[src/rtl/core/hdac_pkg.sv]
// Shared types and constants for the HID descriptor application classifier.
// Used by hdac_parser and hid_descriptor_app_classifier; depends on nothing.
`default_nettype none

package hdac_pkg;

  // Parser phase within the descriptor byte stream.
  typedef enum logic [1:0] {
    PH_PREFIX   = 2'd0,
    PH_LONGSIZE = 2'd1,
    PH_SKIP     = 2'd2,
    PH_PAYLOAD  = 2'd3
  } phase_t;

  // What the item in progress does once its payload is complete.
  typedef enum logic [2:0] {
    KIND_OTHER = 3'd0,
    KIND_PAGE  = 3'd1,
    KIND_USAGE = 3'd2,
    KIND_COLL  = 3'd3,
    KIND_MAIN  = 3'd4
  } kind_t;

  localparam logic [7:0]  LONG_ITEM_PREFIX = 8'hFE;
  localparam logic [1:0]  TYPE_MAIN        = 2'd0;
  localparam logic [1:0]  TYPE_GLOBAL      = 2'd1;
  localparam logic [1:0]  TYPE_LOCAL       = 2'd2;
  localparam logic [1:0]  SIZE_CODE_FOUR   = 2'd3;
  localparam logic [3:0]  TAG_USAGE_PAGE   = 4'h0;
  localparam logic [3:0]  TAG_USAGE        = 4'h0;
  localparam logic [3:0]  TAG_COLLECTION   = 4'hA;
  localparam logic [31:0] COLL_APPLICATION = 32'h0000_0001;

  localparam int unsigned CFG_INDEX_W = 8;
  localparam logic [CFG_INDEX_W-1:0] REG_TARGET_PAGE  = 8'd0;
  localparam logic [CFG_INDEX_W-1:0] REG_TARGET_USAGE = 8'd1;

  localparam logic [15:0] TARGET_PAGE_RESET  = 16'h0001;
  localparam logic [15:0] TARGET_USAGE_RESET = 16'h0005;

endpackage

`default_nettype wire

[src/rtl/core/hdac_parser.sv]
// Byte-serial HID report descriptor item parser with usage tracking.
// Depends on hdac_pkg for phase and item kind types and item codes.
`default_nettype none

module hdac_parser (
  input  wire logic        clk,
  input  wire logic        rst,
  input  wire logic        take,
  input  wire logic [7:0]  data,
  input  wire logic        last,
  input  wire logic [15:0] target_page,
  input  wire logic [15:0] target_use,
  output logic             found
);

  hdac_pkg::phase_t phase, phase_next;
  hdac_pkg::kind_t  item_kind, item_kind_next;
  logic [8:0]  bytes_left, bytes_left_next;
  logic [31:0] payload_word, payload_word_next;
  logic [1:0]  payload_slot, payload_slot_next;
  logic [15:0] current_page, current_page_next;
  logic [15:0] pending_use, pending_use_next;
  logic        found_flag, found_flag_next;
  logic        halted, halted_next;

  logic             do_finish;
  hdac_pkg::kind_t  fin_kind;
  hdac_pkg::kind_t  kind_dec;
  logic [31:0]      fin_word;
  logic [31:0]      merged_word;
  logic [2:0]       size;
  logic [8:0]       left_dec;

  always_comb begin
    if (data[3:2] == hdac_pkg::TYPE_GLOBAL && data[7:4] == hdac_pkg::TAG_USAGE_PAGE) begin
      kind_dec = hdac_pkg::KIND_PAGE;
    end else if (data[3:2] == hdac_pkg::TYPE_LOCAL && data[7:4] == hdac_pkg::TAG_USAGE) begin
      kind_dec = hdac_pkg::KIND_USAGE;
    end else if (data[3:2] == hdac_pkg::TYPE_MAIN &&
                 data[7:4] == hdac_pkg::TAG_COLLECTION) begin
      kind_dec = hdac_pkg::KIND_COLL;
    end else if (data[3:2] == hdac_pkg::TYPE_MAIN) begin
      kind_dec = hdac_pkg::KIND_MAIN;
    end else begin
      kind_dec = hdac_pkg::KIND_OTHER;
    end
  end

  assign size        = (data[1:0] == hdac_pkg::SIZE_CODE_FOUR) ? 3'd4 : {1'b0, data[1:0]};
  assign left_dec    = (bytes_left != 9'd0) ? (bytes_left - 9'd1) : 9'd0;
  assign merged_word = payload_word | ({24'd0, data} << {payload_slot, 3'b000});

  always_comb begin
    phase_next        = phase;
    item_kind_next    = item_kind;
    bytes_left_next   = bytes_left;
    payload_word_next = payload_word;
    payload_slot_next = payload_slot;
    current_page_next = current_page;
    pending_use_next  = pending_use;
    found_flag_next   = found_flag;
    halted_next       = halted;
    do_finish         = 1'b0;
    fin_kind          = item_kind;
    fin_word          = payload_word;

    if (take && !halted) begin
      case (phase)
        hdac_pkg::PH_PREFIX: begin
          if (data == hdac_pkg::LONG_ITEM_PREFIX) begin
            phase_next = hdac_pkg::PH_LONGSIZE;
          end else begin
            item_kind_next    = kind_dec;
            payload_word_next = 32'd0;
            payload_slot_next = 2'd0;
            bytes_left_next   = {6'd0, size};
            if (size == 3'd0) begin
              do_finish = 1'b1;
              fin_kind  = kind_dec;
              fin_word  = 32'd0;
            end else begin
              phase_next = hdac_pkg::PH_PAYLOAD;
            end
          end
        end
        hdac_pkg::PH_LONGSIZE: begin
          bytes_left_next = {1'b0, data} + 9'd1;
          phase_next      = hdac_pkg::PH_SKIP;
        end
        hdac_pkg::PH_SKIP: begin
          bytes_left_next = left_dec;
          if (left_dec == 9'd0) begin
            phase_next = hdac_pkg::PH_PREFIX;
          end
        end
        hdac_pkg::PH_PAYLOAD: begin
          payload_word_next = merged_word;
          payload_slot_next = payload_slot + 2'd1;
          bytes_left_next   = left_dec;
          if (left_dec == 9'd0) begin
            do_finish = 1'b1;
            fin_word  = merged_word;
          end
        end
        default: begin
          phase_next = hdac_pkg::PH_PREFIX;
        end
      endcase

      if (do_finish) begin
        case (fin_kind)
          hdac_pkg::KIND_PAGE: begin
            current_page_next = fin_word[15:0];
          end
          hdac_pkg::KIND_USAGE: begin
            pending_use_next = fin_word[15:0];
          end
          hdac_pkg::KIND_COLL: begin
            if (fin_word == hdac_pkg::COLL_APPLICATION && current_page == target_page &&
                pending_use == target_use) begin
              found_flag_next = 1'b1;
              halted_next     = 1'b1;
            end
            pending_use_next = 16'd0;
          end
          hdac_pkg::KIND_MAIN: begin
            pending_use_next = 16'd0;
          end
          default: begin
          end
        endcase
        phase_next      = hdac_pkg::PH_PREFIX;
        bytes_left_next = 9'd0;
      end
    end
  end

  // The result reflects the final byte itself; the state then restarts.
  assign found = found_flag_next;

  always_ff @(posedge clk) begin
    if (rst || (take && last)) begin
      phase        <= hdac_pkg::PH_PREFIX;
      item_kind    <= hdac_pkg::KIND_OTHER;
      bytes_left   <= 9'd0;
      payload_word <= 32'd0;
      payload_slot <= 2'd0;
      current_page <= 16'd0;
      pending_use  <= 16'd0;
      found_flag   <= 1'b0;
      halted       <= 1'b0;
    end else begin
      phase        <= phase_next;
      item_kind    <= item_kind_next;
      bytes_left   <= bytes_left_next;
      payload_word <= payload_word_next;
      payload_slot <= payload_slot_next;
      current_page <= current_page_next;
      pending_use  <= pending_use_next;
      found_flag   <= found_flag_next;
      halted       <= halted_next;
    end
  end

endmodule

`default_nettype wire

[src/rtl/core/hid_descriptor_app_classifier.sv]
// HID descriptor application classifier: one descriptor byte per cycle.
// The match result is registered and valid in the cycle after the last byte is accepted.
// Throughput: one byte per cycle; only a stalled, unread result holds input.
// Reset (rst, synchronous): parse state cleared, targets return to page 1, usage 5.
// Depends on hdac_pkg and hdac_parser.
`default_nettype none

module hid_descriptor_app_classifier (
  input  wire logic                             clk,
  input  wire logic                             rst,
  input  wire logic                             in_valid,
  output logic                                  in_ready,
  input  wire logic [7:0]                       descriptor_byte,
  input  wire logic                             last_byte,
  output logic                                  out_valid,
  input  wire logic                             out_ready,
  output logic                                  matched,
  input  wire logic                             cfg_valid,
  output logic                                  cfg_ready,
  input  wire logic [hdac_pkg::CFG_INDEX_W-1:0] cfg_index,
  input  wire logic [15:0]                      cfg_data
);

  logic [15:0] target_page;
  logic [15:0] target_use;
  logic        accept;
  logic        found;

  assign cfg_ready = 1'b1;
  assign in_ready  = !out_valid || out_ready;
  assign accept    = in_valid && in_ready;

  always_ff @(posedge clk) begin
    if (rst) begin
      target_page <= hdac_pkg::TARGET_PAGE_RESET;
      target_use  <= hdac_pkg::TARGET_USAGE_RESET;
    end else if (cfg_valid) begin
      if (cfg_index == hdac_pkg::REG_TARGET_PAGE) begin
        target_page <= cfg_data;
      end else if (cfg_index == hdac_pkg::REG_TARGET_USAGE) begin
        target_use <= cfg_data;
      end
    end
  end

  hdac_parser u_parser (
    .clk         (clk),
    .rst         (rst),
    .take        (accept),
    .data        (descriptor_byte),
    .last        (last_byte),
    .target_page (target_page),
    .target_use  (target_use),
    .found       (found)
  );

  always_ff @(posedge clk) begin
    if (rst) begin
      out_valid <= 1'b0;
    end else if (accept && last_byte) begin
      out_valid <= 1'b1;
    end else if (out_ready) begin
      out_valid <= 1'b0;
    end
  end

  always_ff @(posedge clk) begin
    if (accept && last_byte) begin
      matched <= found;
    end
  end

endmodule

`default_nettype wire
[config.mk]
export PLATFORM = sky130hd
export DESIGN_NAME = hid_descriptor_app_classifier
export DESIGN_NICKNAME = d
export VERILOG_FILES = /design/src/rtl/core/hdac_pkg.sv /design/src/rtl/core/hdac_parser.sv /design/src/rtl/core/hid_descriptor_app_classifier.sv
export SDC_FILE = /design/constraint.sdc
export NUM_CORES = 1
export LEC_CHECK = 0
export BUFFER_PORTS_ARGS = -buffer_cell sky130_fd_sc_hd__buf_4
export CAP_MARGIN = 20
export CELL_PAD_IN_SITES_DETAIL_PLACEMENT = 0
export CELL_PAD_IN_SITES_GLOBAL_PLACEMENT = 1
export CORE_ASPECT_RATIO = 1.2
export CORE_MARGIN = 1
export CORE_UTILIZATION = 49
export CTS_CLUSTER_DIAMETER = 80
export DETAILED_ROUTE_END_ITERATION = 16
export HOLD_SLACK_MARGIN = 0.03
export PLACE_DENSITY = 0.82
export SKIP_LAST_GASP = 1
export SLEW_MARGIN = 10
export SYNTH_ARGS = -nofsm -noshare
export SYNTH_HDL_FRONTEND = slang
export SYNTH_SLANG_ARGS = --single-unit
[constraint.sdc]
create_clock -name clk -period 8.45 [get_ports clk]
set_clock_uncertainty 0.15 [all_clocks]
set_input_delay 0.4225 -clock clk [delete_from_list [all_inputs] [get_ports clk]]
set_output_delay 0.4225 -clock clk [all_outputs]
set_load 0.1 [all_outputs]
==> impl_metrics.csv <==
group,metric,value,unit
clocking,clk_pin_slew_worst_paths,60,ps
worst_setup_path,r2r_end,"matched$_DFFE_PP_",
floorplan,dieHeight,120,µm
place,dp_cells,820,
timing,whs,75.2,ps
yosys,postSynthCellCount,664,
timing,fmax,0.278,GHz
yosys,synthXorXnorAreaFrac,6.45,%
yosys,seq_area_frac_synth,40.9,%
clocking,max-clock-path-buffers,2,
worst_setup_path,reg2reg_from,"u_parser.phase[1]$_SDFFE_PP0P_",
yosys,yosysWarnings,0,
floorplan,rows,42,
yosys,synth.avg_cell_area,8.59,µm²
place,placed_cell_area,0.00607,mm²
timing,setup_viol,0,
timing,finalCriticalPeriod,3600,ps
grt,grt_antenna_before_repair,0,
clocking,cts_setup_buffers,0,
hold_path,hp-class,"in2reg",
route,vias,4922,
worst_setup_path,critPathArrivalTime,3720,ps
worst_setup_path,crit_fanout,10,
layout,fin_nets,735,
floorplan,die_x,100,µm
yosys,yosys.area.top_type_share,40.4,%
grt,grt_max_degree,48,
route,avgViaCountPerCell,5.77,
timing,relSlewSlack,28.4,%
yosys,synthesis.nets,713,
yosys,synth-edff-count,1,
floorplan,coreArea,0.0112,mm²
yosys,synthFlopType,"dfxtp_1",
clocking,cts.sinks,116,
yosys,ys_ff_latch,116,
floorplan,ios,42,
worst_setup_path,r2r_cells,9,
timing,hold_viol,0,
hold_path,whs_path_depth,2,
grt,use_met1,31.0,%
floorplan,die_area,0.0121,mm²
clocking,htree_num_levels,4,
yosys,synthMuxAreaShare,8.45,%
grt,gr-max-usage-layer,"met2",
clocking,ctsResizeCount,0,
yosys,synth_adder_area_share,2.41,%
clocking,cts_tree,"yes",
power_and_ir_drop,cellLeakagePower,0.00265,µW
route,wire_per_inst,17.3,µm
power_and_ir_drop,p_per_area,225,mW/mm²
layout,final_util,59.6,%
layout,finalNonFillerCells,853,
grt,grt_pass1_vias,4777,
layout,drive_above_1_share,14.2,%
route,drtIter0Drc,288,
place,numPortBuffers,40,
run,max_cap_viol_count,0,
worst_setup_path,critPathCaptureType,"register",
clocking,clk_latency,410,ps
grt,grtUsageMet2,44.0,%
timing,fin_tns_setup,0,ps
timing,slew_viol_final,0,
grt,grt_usage,25.7,%
worst_setup_path,reg2reg_slack,4850,ps
timing,worst_slew_pin_slew,1070,ps
floorplan,start_util,51.0,%
yosys,synth-compound-area-share,16.2,%
clocking,hold_buffers,0,
grt,grt_pass1_wl,24000,µm
power_and_ir_drop,ir_worst_vdd,0.127,mV
grt,use_met3,5.14,%
route,drc,0,
timing,post-route-period-util,42.6,%
route,postRouteAntennaNets,0,
yosys,yosys-top-cells-area,"dfxtp_1 40%, nor2_1 9.0%, mux2i_1 8.2%",
hold_path,hold_end,"target_page[0]$_SDFFE_PP1P_",
outcome,status,"finished clean",
place,dp_hpwl,10400,µm
place,routabilityCongestion,0.872,
route,wl,14800,µm
worst_setup_path,path_class,"reg2reg",
hold_path,min_from,"cfg_data[0]",
yosys,synth_top_family_by_area,"simple AND/OR/NAND/NOR gates",
grt,overflow,0,
layout,syn_to_final_growth,16.9,%
yosys,synthDistinctLibCells,70,
timing,rsz0062_at_grt,"no",
yosys,synth-simple-area-share,21.4,%
layout,insertedDiodeCount,0,
yosys,ys_async_sr_fraction,0,%
yosys,yosys.area.top_type,"dfxtp_1",
yosys,syn_area,0.00570,mm²
clocking,numCtsBuffers,17,
clocking,cts_root_buffer,"clkbuf_16",
worst_setup_path,required,8570,ps
route,first_pass_iters,5,
layout,fin_area,0.00667,mm²
worst_setup_path,critPathLaunchType,"register",
## stage by stage
stage | power [µW] | worst slack (ps)
4_1_cts | 1500 | 4910
2_1_floorplan | 732 | 4990
3_5_place_dp | 791 | 4940
3_3_place_gp | 788 | 5020
6_report | 1500 | 4850
5_1_grt | 1550 | 4690
## logic make-up after synthesis
logic type,after synthesis
and+or+nand+nor,250
AOI/OAI and AO/OA,139
DFF,116
buffers and inverters,57
muxes,48
xor gates and xnor gates,42
adders and majority gates,11
other,1
## area by class of cell
class                      count  area [µm²]
tap                          154         193
clock inverter                12         126
inverter                      15        56.3
timing repair buffer          45         335
sequential                   116        2330
multi-input combinational    491        3160
fill                        1017        4530
clock buffer                  20         467
## registers in the layout, summed over array words and instances, names as in the netlist
signal                 flops
u_parser.current_page     16
u_parser.payload_slot      2
out_valid                  1
u_parser.payload_word     32
u_parser.found_flag        1
u_parser.halted            1
u_parser.item_kind         3
u_parser.bytes_left        9
u_parser.phase             2
matched                    1
u_parser.pending_use      16
target_page               16
target_use                16
## synthesized netlist by cell type, types with 2 or more instances
master	n
xor2_1	5
inv_1	15
nand2_1	24
buf_4	2
a21oi_2	2
a31oi_1	16
xnor2_1	37
o211a_1	2
and2_1	2
nor3b_1	4
a211o_1	4
buf_2	5
a311oi_1	2
a2111oi_0	2
or3_1	4
o22ai_1	2
nor4_1	13
or3b_1	2
nor2_1	137
a22oi_1	21
o21ai_0	19
a21oi_1	48
mux2i_1	47
nand2b_1	5
ha_1	11
nand3_1	12
o211ai_1	2
nand3b_1	4
dfxtp_1	115
o31ai_1	2
or2_2	2
and3_1	4
clkbuf_1	34
nor2b_1	3
nand4_1	11
nor3_1	10
## report_power, final
| part | total [µW] | leakage, µW | internal [µW] | switching (µW) |
|---|---|---|---|---|
| combinational | 217 | 0.00143 | 75.0 | 142 |
| sequential | 568 | 0.000937 | 557 | 11.0 |
| clock | 712 | 0.000289 | 457 | 255 |
## critical path, cell delays in order (launching register included)
cell and delay (ps):
dfxtp_1 410, inv_1 100, ha_1 400, nand2b_1 220
or4_1 440, nor4_2 650, nand3_1 130, a2bb2o_1 310
or4_4 560, nand2_1 90
## layout by cell type (no fill, tap or decap), types with 2 or more instances in the layout
master / count
clkinvlp_4: 3
or2_2: 2
or3b_1: 2
mux2i_1: 47
o211ai_1: 2
inv_6: 2
xor2_1: 5
inv_1: 15
a21oi_1: 48
nand2_1: 24
and2_1: 2
bufinv_16: 2
clkinv_2: 4
o22ai_1: 2
clkbuf_16: 17
nor3b_1: 4
dfxtp_1: 115
a22oi_1: 21
nand3_1: 12
nor3_1: 10
and3_1: 4
a31oi_1: 16
nand2b_1: 5
o211a_1: 2
o21ai_0: 19
a211o_1: 4
buf_4: 44
nand4_1: 11
nor2_1: 136
ha_1: 11
nor4_1: 13
or3_1: 4
xnor2_1: 37
nand3b_1: 4
clkbuf_8: 3
a2111oi_0: 2
a311oi_1: 2
nor2b_1: 3
a21oi_2: 2
## worst max-delay path by stage
stage,from,cells after the start,slack (ps),to
after global routing,u_parser.phase[0]$_SDFFE_PP0P_,9,4690,matched$_DFFE_PP_
after CTS,u_parser.phase[0]$_SDFFE_PP0P_,9,4910,matched$_DFFE_PP_
after global placement,u_parser.phase[0]$_SDFFE_PP0P_,9,5020,matched$_DFFE_PP_
final,u_parser.phase[1]$_SDFFE_PP0P_,9,4850,matched$_DFFE_PP_
after detailed placement,u_parser.phase[0]$_SDFFE_PP0P_,9,4940,matched$_DFFE_PP_
after floorplan,out_valid$_SDFFE_PP0P_,7,4990,u_parser.current_page[6]$_SDFFE_PP0P_
## routing by layer
layer  part of all wire (%)  vias to the layer above
li1                       -                     2392
met1                     43                     2357
met2                     50                      150
met3                    4.6                       23
met4                    2.5                        0
met5                      0                        -
(Power assumes the default switching activity.)
